$ cat config.mk
export PLATFORM = sky130hd
export DESIGN_NAME = min_max_normalize_unit_flat
export DESIGN_NICKNAME = d
export VERILOG_FILES = /design/src/sv/mmn_pkg.sv /design/src/sv/mmn_if.sv /design/src/sv/min_max_normalize_unit.sv /design/src/sv/mmn_queue.sv /design/src/sv/mmn_front.sv /design/src/sv/mmn_back.sv /design/src/flat_wrapper.sv
export SDC_FILE = /design/constraint.sdc
export NUM_CORES = 1
export LEC_CHECK = 0
export ABC_CLOCK_PERIOD_IN_PS = 14300
export BUFFER_PORTS_ARGS = -buffer_cell sky130_fd_sc_hd__buf_2
export CELL_PAD_IN_SITES_DETAIL_PLACEMENT = 1
export CELL_PAD_IN_SITES_GLOBAL_PLACEMENT = 1
export CORE_MARGIN = 5
export CORE_UTILIZATION = 54
export DETAILED_ROUTE_END_ITERATION = 6
export PLACE_DENSITY_LB_ADDON = 0.1
export SLEW_MARGIN = 20
export SYNTH_ARGS = -nofsm -noshare
export SYNTH_HDL_FRONTEND = slang
export SYNTH_SLANG_ARGS = --single-unit
export TNS_END_PERCENT = 100
$ cat constraint.sdc
create_clock -name clk -period 14.3 [get_ports clk]
set_clock_uncertainty 0.05 [all_clocks]
set_input_delay 2.86 -clock clk [delete_from_list [all_inputs] [get_ports clk]]
set_output_delay 2.86 -clock clk [all_outputs]
set_load 0.05 [all_outputs]
$ cat src/sv/mmn_pkg.sv
// Shared types and constants for the min-max normalize unit.
// No dependencies.
package mmn_pkg;
	localparam int PIX_W   = 16;
	localparam int NUM_W   = 2 * PIX_W + 1;
	localparam int DIV_W   = PIX_W + 1;
	localparam int CNT_W   = $clog2(NUM_W);
	localparam int Q_DEPTH = 2;

	localparam logic FUNC_MEASURE = 1'b0;
	localparam logic FUNC_SCALE   = 1'b1;

	localparam logic REG_TARGET_LOW  = 1'b0;
	localparam logic REG_TARGET_HIGH = 1'b1;

	typedef struct packed {
		logic [PIX_W-1:0] pixel;
		logic [PIX_W-1:0] min_val;
		logic [PIX_W-1:0] max_val;
		logic             last;
	} q_entry_t;

	typedef struct packed {
		logic full;
		logic empty;
	} q_status_t;
endpackage

$ cat src/sv/mmn_if.sv
// Valid/ready channel interfaces for the min-max normalize unit.
// Depends on mmn_pkg.
interface mmn_in_if;
	logic                     valid;
	logic                     ready;
	logic                     func;
	logic [mmn_pkg::PIX_W-1:0] pixel;
	logic                     first;
	logic                     last;
	modport source (output valid, func, pixel, first, last, input ready);
	modport sink (input valid, func, pixel, first, last, output ready);
endinterface

interface mmn_out_if;
	logic                     valid;
	logic                     ready;
	logic [mmn_pkg::PIX_W-1:0] scaled_pixel;
	logic                     passed_through;
	logic                     end_of_image;
	modport source (output valid, scaled_pixel, passed_through, end_of_image, input ready);
	modport sink (input valid, scaled_pixel, passed_through, end_of_image, output ready);
endinterface

$ cat src/sv/min_max_normalize_unit.sv
// Top level of the min-max normalize unit: config registers and wiring.
// Depends on mmn_pkg, mmn_if, mmn_queue, mmn_front, mmn_back.
//
// Usage:
//  pix_in carries pixel requests. func=0 (measure) updates the running
//  min/max and yields no result; first restarts them at the pixel.
//  func=1 (scale) yields one result on pix_out per request, in order.
//  cfg_we/cfg_index/cfg_wdata write target_low (0) and target_high (1);
//  write only while the unit is idle. Bounds are swapped if low > high.
// Flow:
//  Measure requests are taken one per cycle while the queue is not full. A
//  scale request passes through pop, multiply, add, 33 divide steps and
//  clamp; the back end takes no new request until its result is taken, so
//  an output stall holds it. The divider yields one quotient bit per cycle.
//  Pass-through and below-min results go from multiply straight to the
//  output. A 2-entry queue decouples the front so measure requests
//  keep flowing while the back end divides.
// Reset: min=all ones, max=0, target 0..255; queue and output empty.
// Stall: when pix_out.ready is low the result holds, the back end waits,
//  and pix_in.ready drops once the queue is full.
module min_max_normalize_unit (
	input  logic                      clk,
	input  logic                      arst_n,
	mmn_in_if.sink                    pix_in,
	mmn_out_if.source                 pix_out,
	input  logic                      cfg_we,
	input  logic                      cfg_index,
	input  logic [mmn_pkg::PIX_W-1:0] cfg_wdata
);
	logic [mmn_pkg::PIX_W-1:0] tlow_q, thigh_q, lo, hi;
	mmn_pkg::q_entry_t  push_data, pop_data;
	mmn_pkg::q_status_t q_status;
	logic push, pop;

	always_ff @(posedge clk or negedge arst_n) begin
		if (!arst_n) begin
			tlow_q  <= '0;
			thigh_q <= mmn_pkg::PIX_W'(255);
		end else if (cfg_we) begin
			case (cfg_index)
				mmn_pkg::REG_TARGET_LOW:  tlow_q  <= cfg_wdata;
				mmn_pkg::REG_TARGET_HIGH: thigh_q <= cfg_wdata;
				default: ;
			endcase
		end
	end

	// ordered bounds
	assign lo = (tlow_q > thigh_q) ? thigh_q : tlow_q;
	assign hi = (tlow_q > thigh_q) ? tlow_q : thigh_q;

	mmn_front u_front (
		.clk(clk), .arst_n(arst_n), .pix_in(pix_in), .q_status(q_status),
		.push(push), .push_data(push_data)
	);

	mmn_queue u_queue (
		.clk(clk), .arst_n(arst_n), .push(push), .push_data(push_data),
		.pop(pop), .pop_data(pop_data), .status(q_status)
	);

	mmn_back u_back (
		.clk(clk), .arst_n(arst_n), .lo(lo), .hi(hi), .q_status(q_status),
		.pop_data(pop_data), .pop(pop), .pix_out(pix_out)
	);

	// a scaled (not passed) result lies inside the target range
	a_in_range: assert property (@(posedge clk) disable iff (!arst_n)
		(pix_out.valid && !pix_out.passed_through) |->
		(pix_out.scaled_pixel >= lo && pix_out.scaled_pixel <= hi))
		else $error("scaled pixel outside target range");

	// queue never pushed while full
	a_no_overflow: assert property (@(posedge clk) disable iff (!arst_n)
		!(push && q_status.full))
		else $error("queue overflow");

	// queue never popped while empty
	a_no_underflow: assert property (@(posedge clk) disable iff (!arst_n)
		!(pop && q_status.empty))
		else $error("queue underflow");

	// a taken result is not shown again in the next cycle
	a_one_shot: assert property (@(posedge clk) disable iff (!arst_n)
		(pix_out.valid && pix_out.ready) |=> !pix_out.valid)
		else $error("result repeated");
endmodule

$ cat src/sv/mmn_queue.sv
// Two-entry request queue between front and back.
// Depends on mmn_pkg.
module mmn_queue (
	input  logic              clk,
	input  logic              arst_n,
	input  logic              push,
	input  mmn_pkg::q_entry_t push_data,
	input  logic              pop,
	output mmn_pkg::q_entry_t pop_data,
	output mmn_pkg::q_status_t status
);
	mmn_pkg::q_entry_t mem_q [mmn_pkg::Q_DEPTH];
	logic wr_ptr_q, rd_ptr_q;
	logic [1:0] count_q;

	assign status.full  = (count_q == 2'(mmn_pkg::Q_DEPTH));
	assign status.empty = (count_q == 2'd0);
	assign pop_data     = mem_q[rd_ptr_q];

	always_ff @(posedge clk or negedge arst_n) begin
		if (!arst_n) begin
			wr_ptr_q <= 1'b0;
			rd_ptr_q <= 1'b0;
			count_q  <= 2'd0;
		end else begin
			if (push) wr_ptr_q <= ~wr_ptr_q;
			if (pop)  rd_ptr_q <= ~rd_ptr_q;
			if (push && !pop)      count_q <= count_q + 2'd1;
			else if (pop && !push) count_q <= count_q - 2'd1;
		end
	end

	always_ff @(posedge clk) begin
		if (push) mem_q[wr_ptr_q] <= push_data;
	end
endmodule

$ cat src/sv/mmn_front.sv
// Front end: takes requests, tracks running min/max, queues scale requests.
// Depends on mmn_pkg, mmn_if.
module mmn_front (
	input  logic              clk,
	input  logic              arst_n,
	mmn_in_if.sink            pix_in,
	input  mmn_pkg::q_status_t q_status,
	output logic              push,
	output mmn_pkg::q_entry_t push_data
);
	logic [mmn_pkg::PIX_W-1:0] min_q, max_q;
	logic take;

	assign pix_in.ready = !q_status.full;
	assign take = pix_in.valid && pix_in.ready;
	assign push = take && (pix_in.func == mmn_pkg::FUNC_SCALE);
	// min/max snapshot travels with the request
	assign push_data.pixel   = pix_in.pixel;
	assign push_data.min_val = min_q;
	assign push_data.max_val = max_q;
	assign push_data.last    = pix_in.last;

	always_ff @(posedge clk or negedge arst_n) begin
		if (!arst_n) begin
			min_q <= '1;
			max_q <= '0;
		end else if (take && pix_in.func == mmn_pkg::FUNC_MEASURE) begin
			if (pix_in.first) begin
				min_q <= pix_in.pixel;
				max_q <= pix_in.pixel;
			end else begin
				if (pix_in.pixel < min_q) min_q <= pix_in.pixel;
				if (pix_in.pixel > max_q) max_q <= pix_in.pixel;
			end
		end
	end
endmodule

$ cat src/sv/mmn_back.sv
// Back end: multiply, bit-serial divide, clamp, output register; pass-through and below-min skip the divide.
// Depends on mmn_pkg, mmn_if.
module mmn_back (
	input  logic                      clk,
	input  logic                      arst_n,
	input  logic [mmn_pkg::PIX_W-1:0] lo,
	input  logic [mmn_pkg::PIX_W-1:0] hi,
	input  mmn_pkg::q_status_t        q_status,
	input  mmn_pkg::q_entry_t         pop_data,
	output logic                      pop,
	mmn_out_if.source                 pix_out
);
	typedef enum logic [2:0] {S_IDLE, S_MUL, S_ADD, S_DIV, S_FIN, S_HOLD} state_t;
	state_t state_q;

	mmn_pkg::q_entry_t ent_q;
	logic [2*mmn_pkg::PIX_W-1:0] prod_q;
	logic [mmn_pkg::NUM_W-1:0]   num_q;
	logic [mmn_pkg::DIV_W-1:0]   rem_q;
	logic [mmn_pkg::CNT_W-1:0]   cnt_q;
	logic [mmn_pkg::PIX_W-1:0]   res_q;
	logic pass_q, last_q;

	logic [mmn_pkg::PIX_W-1:0] span, rng, diff;
	logic [mmn_pkg::DIV_W-1:0] dvs;
	logic [mmn_pkg::DIV_W:0]   rem_sh;
	logic ge;

	assign span   = ent_q.max_val - ent_q.min_val;
	assign rng    = hi - lo;
	assign diff   = ent_q.pixel - ent_q.min_val;
	assign dvs    = {span, 1'b0};
	assign rem_sh = {rem_q, num_q[mmn_pkg::NUM_W-1]};
	assign ge     = rem_sh >= {1'b0, dvs};

	assign pop                    = (state_q == S_IDLE) && !q_status.empty;
	assign pix_out.valid          = (state_q == S_HOLD);
	assign pix_out.scaled_pixel   = res_q;
	assign pix_out.passed_through = pass_q;
	assign pix_out.end_of_image   = last_q;

	always_ff @(posedge clk or negedge arst_n) begin
		if (!arst_n) begin
			state_q <= S_IDLE;
			ent_q   <= '0;
			prod_q  <= '0;
			num_q   <= '0;
			rem_q   <= '0;
			cnt_q   <= '0;
			res_q   <= '0;
			pass_q  <= 1'b0;
			last_q  <= 1'b0;
		end else begin
			case (state_q)
				S_IDLE: begin
					if (pop) begin
						ent_q   <= pop_data;
						state_q <= S_MUL;
					end
				end
				S_MUL: begin
					last_q <= ent_q.last;
					prod_q <= (2*mmn_pkg::PIX_W)'(diff) * (2*mmn_pkg::PIX_W)'(rng);
					if (ent_q.min_val >= ent_q.max_val ||
						(ent_q.min_val == lo && ent_q.max_val == hi)) begin
						res_q   <= ent_q.pixel;
						pass_q  <= 1'b1;
						state_q <= S_HOLD;
					end else if (ent_q.pixel < ent_q.min_val) begin
						res_q   <= lo;
						pass_q  <= 1'b0;
						state_q <= S_HOLD;
					end else begin
						pass_q  <= 1'b0;
						state_q <= S_ADD;
					end
				end
				S_ADD: begin
					num_q   <= {prod_q, 1'b0} + mmn_pkg::NUM_W'(span);
					rem_q   <= '0;
					cnt_q   <= '0;
					state_q <= S_DIV;
				end
				S_DIV: begin
					// restoring division, one quotient bit per cycle
					num_q <= {num_q[mmn_pkg::NUM_W-2:0], ge};
					rem_q <= ge ? mmn_pkg::DIV_W'(rem_sh - {1'b0, dvs})
						: rem_sh[mmn_pkg::DIV_W-1:0];
					cnt_q <= cnt_q + mmn_pkg::CNT_W'(1);
					if (cnt_q == mmn_pkg::CNT_W'(mmn_pkg::NUM_W - 1)) state_q <= S_FIN;
				end
				S_FIN: begin
					if (num_q > mmn_pkg::NUM_W'(rng)) res_q <= hi;
					else res_q <= lo + num_q[mmn_pkg::PIX_W-1:0];
					state_q <= S_HOLD;
				end
				S_HOLD: begin
					if (pix_out.ready) state_q <= S_IDLE;
				end
				default: state_q <= S_IDLE;
			endcase
		end
	end
endmodule
$ cat src/flat_wrapper.sv
// flat-port wrapper written by rule: the top's interface ports become plain ports
module min_max_normalize_unit_flat 
  (clk, arst_n, cfg_we, cfg_index, cfg_wdata, pix_in_valid, pix_in_func, pix_in_pixel, pix_in_first, pix_in_last, pix_in_ready, pix_out_valid, pix_out_scaled_pixel, pix_out_passed_through, pix_out_end_of_image, pix_out_ready);
  mmn_in_if pix_in_i ();
  mmn_out_if pix_out_i ();
  input  logic clk;
  input  logic arst_n;
  input  logic cfg_we;
  input  logic cfg_index;
  input  logic [mmn_pkg::PIX_W-1:0] cfg_wdata;
  input wire logic [$bits(pix_in_i.valid)-1:0] pix_in_valid;
  input wire logic [$bits(pix_in_i.func)-1:0] pix_in_func;
  input wire logic [$bits(pix_in_i.pixel)-1:0] pix_in_pixel;
  input wire logic [$bits(pix_in_i.first)-1:0] pix_in_first;
  input wire logic [$bits(pix_in_i.last)-1:0] pix_in_last;
  output wire logic [$bits(pix_in_i.ready)-1:0] pix_in_ready;
  output wire logic [$bits(pix_out_i.valid)-1:0] pix_out_valid;
  output wire logic [$bits(pix_out_i.scaled_pixel)-1:0] pix_out_scaled_pixel;
  output wire logic [$bits(pix_out_i.passed_through)-1:0] pix_out_passed_through;
  output wire logic [$bits(pix_out_i.end_of_image)-1:0] pix_out_end_of_image;
  input wire logic [$bits(pix_out_i.ready)-1:0] pix_out_ready;
  assign pix_in_i.valid = pix_in_valid;
  assign pix_in_i.func = pix_in_func;
  assign pix_in_i.pixel = pix_in_pixel;
  assign pix_in_i.first = pix_in_first;
  assign pix_in_i.last = pix_in_last;
  assign pix_in_ready = pix_in_i.ready;
  assign pix_out_valid = pix_out_i.valid;
  assign pix_out_scaled_pixel = pix_out_i.scaled_pixel;
  assign pix_out_passed_through = pix_out_i.passed_through;
  assign pix_out_end_of_image = pix_out_i.end_of_image;
  assign pix_out_i.ready = pix_out_ready;
  min_max_normalize_unit u_core (.clk(clk), .arst_n(arst_n), .pix_in(pix_in_i), .pix_out(pix_out_i), .cfg_we(cfg_we), .cfg_index(cfg_index), .cfg_wdata(cfg_wdata));
endmodule
==> metrics.md, run 1 <==
| Metric | Value |
|---|---|
| Status | completed |
| Overall Global Routing Usage | 0.372 |
| Critical Setup Path Class | register to register |
| Core area | just over 50000 um^2 |
| Number of global-route vias before repair | about 26000 |
| Final setup violation count | 0 |
| Yosys cell types | 86 |
| Placer Congestion | 0.995 |
| Most common cell in the synthesized netlist | inv_1 |
| DR pass1 iterations | 7 |
| Largest net degree at the start of global routing | 107 |
| Critical Path AT | 12.12 ns |
| Register area | 8630 um^2 |
| CTS max path bufs | 3 |
| Num rows | slightly above 80 |
| Post-route antenna net violation count | 0 |
| Die W | between 200 and 250 um |
| Final Hold Viols | 0 |
| Gate Count Post-Synth | 2990 |
| Synthesized flop and latch total | around 320 |
| Post-synthesis simple-gate area fraction | 0.132 |
| CTS Buf Count | 39 |
| Fmax achieved | roughly 85 MHz |
| First-pass GRT wire length | roughly 160000 um |
| Post-CTS sizing | 0 |
| Slowest CP cell | xor2_1 |
| Synth Area in Compound Gates | 0.136 |
| Critical Path Fanout Max | 13 |
| Worst R2R Setup Slack | roughly 2.5 ns |
| Post-synth EDFFs | slightly below 100 |
| Largest family of logic cells by synthesized area | adder cells |
| Starting DRT DRC Count | between 1500 and 2000 |
| Worst-path clk slew | 0.06 ns |
| Crit. End Element | register |
| Die H | 238 um |
| Clk Latency, worst-skew pair | 0.58 ns |
| Synth cell count leaders | inv_1, nand2_1, nor2_1 |
| CTS tree | yes |
| Mean area per synthesized cell | around 9.4 um^2 |
| Port Buffers | 60 |
| Max H-tree Level | 2 |
| Die area | between 50000 and 60000 um^2 |
| I/O Pins | 61 |
| RSZ-0062 raised after global routing | false |
| Vias | approximately 24000 |
| Final WL | 107000 um |
| Ranking of synthesized cells by area | dfrtp_1, fa_1, ha_1 |
| MaxCap Viol Count | 0 |
| Post-synth ARST share | 0.698 |
| Multi-input gate area | ~18000 um^2 |
| Final period util | 0.823 |
| CTS Hold Buffers Added | 0 |
| Relative slew slack | 0.242 |
| Final Slew Violations | 0 |
| Worst hold path class | register to register |
| Routed vias/inst | approximately 6.3 |
| DP HPWL | roughly 80000 um |
| Min Tclk post-route | about 12 ns |
| Dpl cells | between 3000 and 4000 |
| Layout cells sized above 1 | 0.0948 |
| Synth area leader | dfrtp_1 |
| Synth Warn # | 0 |
| Top-area cell type share of the netlist area | 0.180 |
| Area Growth Syn to Fin | 8.25% |
| Post-synthesis mux area share | 0.0526 |
| Routed WL per cell | around 29 um |
| Synth Area in Adders | 0.253 |
| Initial antenna violation count | 1 |
| Worst slew pin tran | between 1 and 1.5 ns |
| Hold_ws | between 0.4 and 0.5 ns |
| Post-Synth XOR/XNOR Area | 0.0503 |
| N_diodes | 0 |
| Critical path required time | 14.65 ns |
| DRC Markers | 0 |
| Netlist Area Pre-Place | between 20000 and 30000 um^2 |
| Postcts setup bufs | 0 |
| Critical path launch point type | register |
| Sequential area share after synthesis | 0.308 |
| Clock Tree Root | clkbuf_16 |
| Setup Total Neg Slack | 0 ns |
| Remaining global-route overflow | 0 |
| Clk sinks | between 300 and 400 |
| Most used flip-flop cell after synthesis | dfrtp_1 |
| Post-route insts no fill | about 3700 |
| Slowest stage delay, CP | 0.89 ns |
| Initial Util | 0.546 |
| Layout Nets | around 3500 |
| Syn nets | 3479 |
| Fill cells | between 5000 and 6000 |
## critical path, delay by kind of cell (launching register included)
family	cells	cell delay (ns)
flip-flops	1	0.48
AO/OA/AOI/OAI	12	3.38
AND/OR/NAND/NOR	11	1.88
XOR/XNOR	2	1.03
buffers and inverters	6	0.77
adder cells (fa/ha/maj)	9	3.98
## registers in the layout (all words and copies together), names as in the netlist, 2 cells and up
register and flops:
u_core.u_queue.count_q 2, u_core.u_back.pix_out.scaled_pixel 16, u_core.u_back.rem_q 17, u_core.u_back.cnt_q 6, u_core.u_queue.mem_q 98, u_core.u_front.max_q 16, u_core.u_back.ent_q 49, u_core.tlow_q 16
u_core.u_front.min_q 16, u_core.thigh_q 16, u_core.u_back.prod_q 32, u_core.u_back.state_q 3, u_core.u_back.num_q 33
## layer usage
metal,track usage,part of all wire
met5,0,0.00012
met4,0.202,0.069
met3,0.0538,0.059
met2,0.645,0.49
met1,0.449,0.38
## per-stage QoR
| step | instance area (um^2) | setup WS [ns] | utilization |
|---|---|---|---|
| after floorplan | 28000 | 4.58 | - |
| after detailed placement | 29000 | 2.76 | 0.566 |
| after global placement | 29000 | 3.36 | 0.566 |
| after CTS | 30300 | 2.69 | 0.591 |
| after global routing | 30300 | 1.89 | 0.591 |
| final | 30300 | 2.54 | 0.591 |
## final cells by class
cell class                      count  area share
Multi-Input combinational cell   2178       0.579
Sequential cell                   324       0.285
Inverter                          376      0.0466
Clock buffer                       49      0.0344
Tap cell                          680      0.0281
Timing Repair Buffer               97      0.0194
Clock inverter                     23     0.00743
## path summary, 6_finish.rpt
check	start	endpoint	cells past startpoint
worst max-delay path	u_core.thigh_q[8]	u_core.u_back.prod_q[26]	40
worst min-delay path	u_core.u_back.pix_out.scaled_pixel[3]	u_core.u_back.pix_out.scaled_pixel[3]	1
worst max register to register	u_core.thigh_q[8]	u_core.u_back.prod_q[26]	40
worst min register to register	u_core.u_back.pix_out.scaled_pixel[3]	u_core.u_back.pix_out.scaled_pixel[3]	1
max in group asynchronous	arst_n	u_core.u_back.ent_q[36]	2
min in group asynchronous	arst_n	u_core.u_back.rem_q[13]	1
## logic make-up (layout without fill, tap and decap cells)
logic type      Yosys count  count (layout)
compound gates          608             608
xor+xnor                161             161
fa+ha+maj               448             448
buf+inv                 488             545
flops                   324             324
mux                     139             139
simple gates            822             822
## cells in the final DEF, fill, tap and decap left out, types with 8 or more instances in the layout
master / netlist / routed
a211oi_1: 16 / 16
a21boi_0: 8 / 8
a21o_1: 60 / 60
a21oi_1: 190 / 190
a31oi_1: 16 / 14
and2_1: 9 / 8
and3_1: 24 / 24
and4_1: 8 / 8
buf_2: 18 / 59
buf_4: 2 / 37
clkbuf_16: 0 / 39
clkinv_1: 8 / 12
clkinv_2: 0 / 8
dfrtp_1: 202 / 200
dfstp_2: 24 / 24
edfxtp_1: 98 / 98
fa_1: 199 / 199
ha_1: 249 / 249
inv_1: 368 / 368
mux2_2: 66 / 66
mux2i_1: 73 / 73
nand2_1: 310 / 310
nand2b_1: 27 / 26
nand3_1: 39 / 39
nand4_1: 35 / 35
nor2_1: 255 / 253
nor2b_1: 25 / 24
nor3_1: 37 / 37
nor4_1: 15 / 14
o211ai_1: 13 / 13
o21a_1: 21 / 21
o21ai_0: 137 / 137
o21bai_1: 15 / 15
o22ai_1: 39 / 39
or2_2: 8 / 8
xnor2_1: 85 / 82
xor2_1: 76 / 75
Power of run 1 is not shown: default switching activity piles up to over one toggle a cycle in this logic, so the estimate is an artifact.
==> inputs of run 2 (changes only) <==
Settings changed: ABC_CLOCK_PERIOD_IN_PS 14300 to 11980, CORE_UTILIZATION 54 to 51.
Clock period 14.3 ns to 11.98 ns, I/O delays scaled along.
==> metrics.md, run 2 (synthesis gave the netlist of run 1 again) <==
| Metric | Value |
|---|---|
| Slowest stage delay, CP | approximately 0.56 ns |
| Die W | about 240 um |
| CTS tree | yes |
| Initial antenna violation count | 0 |
| Num rows | 85 |
| Worst hold path class | register to register |
| Worst slew pin tran | about 1.2 ns |
| WP buf/inv | 7 |
| Routed WL per cell | between 20 and 30 um |
| Remaining global-route overflow | 0 |
| RSZ-0062 raised after global routing | false |
| CTS Buf Count | 39 |
| CTS max path bufs | 3 |
| Largest net degree at the start of global routing | a little over 100 |
| Overall Global Routing Usage | 0.332 |
| Post-CTS sizing | 0 |
| Critical path launch point type | register |
| Most common cell after layout, fill and taps aside | inv_1 |
| Worst-path clk slew | roughly 0.070 ns |
| Placer Congestion | around 1.0 |
| Layout cells sized above 1 | 0.0971 |
| Initial Util | 0.517 |
| Critical path required time | between 10 and 15 ns |
| Final setup violation count | 0 |
| Number of flip-flops in the largest register | 98 |
| Worst path top cell family by delay | adder cells |
| Final instance area | between 30000 and 40000 um^2 |
| Port Buffers | 60 |
| Clk Latency, worst-skew pair | 0.58 ns |
| Layout Nets | approximately 3500 |
| Register area | between 8000 and 9000 um^2 |
| Vias | ~23000 |
| Most Frequent Cell on Critical Path | fa_1 |
| Critical Path Fanout Max | 12 |
| DRC Markers | 0 |
| First-pass GRT wire length | approximately 150000 um |
| Post-route antenna net violation count | 0 |
| MaxCap Viol Count | 0 |
| Critical Path AT | approximately 12 ns |
| Largest reg by FF count | u_core.u_queue.mem_q |
| Top Registers | u_core.u_queue.mem_q (98), u_core.u_back.ent_q (49), u_core.u_back.num_q (33) |
| Final Slew Violations | 0 |
| Fill cells | 6128 |
| Status | completed |
| Most frequent cells in the layout | inv_1, nand2_1, nor2_1 |
| Starting DRT DRC Count | 1444 |
| DR pass1 iterations | 7 |
| Clk sinks | ~320 |
| Die area | between 50000 and 60000 um^2 |
| Relative slew slack | 0.200 |
| Postcts setup bufs | 0 |
| Slowest CP cell | fa_1 |
| CTS Hold Buffers Added | 0 |
| Setup Total Neg Slack | 0 ns |
| Crit. End Element | register |
| Die H | about 240 um |
| Number of global-route vias before repair | ~25000 |
| I/O Pins | 61 |
| Final WL | around 100000 um |
| Fmax achieved | 89.8 MHz |
| Routed vias/inst | about 6.1 |
| Area Growth Syn to Fin | 8.69% |
| Core area | 54100 um^2 |
| Clock Tree Root | clkbuf_16 |
| Area after DPL | about 29000 um^2 |
| Multi-input gate area | about 18000 um^2 |
| Max H-tree Level | 2 |
| Critical Setup Path Class | register to register |
| DP HPWL | approximately 78000 um |
| Final Hold Viols | 0 |
| Min Tclk post-route | between 10 and 15 ns |
| Final period util | 0.930 |
[run 2: cell count changes in the layout (fill, tap and decap cells not counted), sizes merged]
cell      before  now
bufinv         2    3
diode          0    1
buf           97  108
clkinvlp       0    1
clkbuf        49   50
inv          372  371
clkinv        25   23
[run 2: per-stage QoR]
stage	utilization	hold slack, ns	setup WS, ns	std cells
CTS	0.562	0.439	0.661	3753
floorplan	-	0.401	2.26	2990
finish	0.562	0.431	0.839	3755
global placement	0.538	0.416	1.27	3681
global route	0.562	0.460	0.205	3754
detailed placement	0.538	0.425	0.828	3681
[run 2: final cells by class]
| class | instances | area share |
|---|---|---|
| Timing Repair Buffer | 108 | 0.0227 |
| Antenna cell | 1 | 0.0000822 |
| Inverter | 376 | 0.0464 |
| Clock inverter | 22 | 0.00777 |
| Tap cell | 696 | 0.0286 |
| Clock buffer | 50 | 0.0344 |
| Multi-Input combinational cell | 2178 | 0.577 |
| Sequential cell | 324 | 0.284 |
[run 2: per-layer routing]
layer / GRT usage / part of all wire
met5: 0 / 0
met4: 0.161 / 0.058
met3: 0.0477 / 0.053
met2: 0.577 / 0.49
met1: 0.407 / 0.39
[run 2: final timing paths]
path                       cells past startpoint  slack [ns]                                     end                                   start
setup / recovery                              40        0.84                u_core.u_back.prod_q[26]                       u_core.thigh_q[8]
hold / removal                                 1        0.43  u_core.u_back.pix_out.scaled_pixel[11]  u_core.u_back.pix_out.scaled_pixel[11]
setup reg to reg                              40        0.84                u_core.u_back.prod_q[26]                       u_core.thigh_q[8]
hold reg to reg                                1        0.43  u_core.u_back.pix_out.scaled_pixel[11]  u_core.u_back.pix_out.scaled_pixel[11]
max in group asynchronous                      4        8.07                 u_core.u_front.min_q[4]                                  arst_n
min in group asynchronous                      1        1.81                 u_core.u_back.rem_q[11]                                  arst_n
Power of run 2 is left out for the same reason.
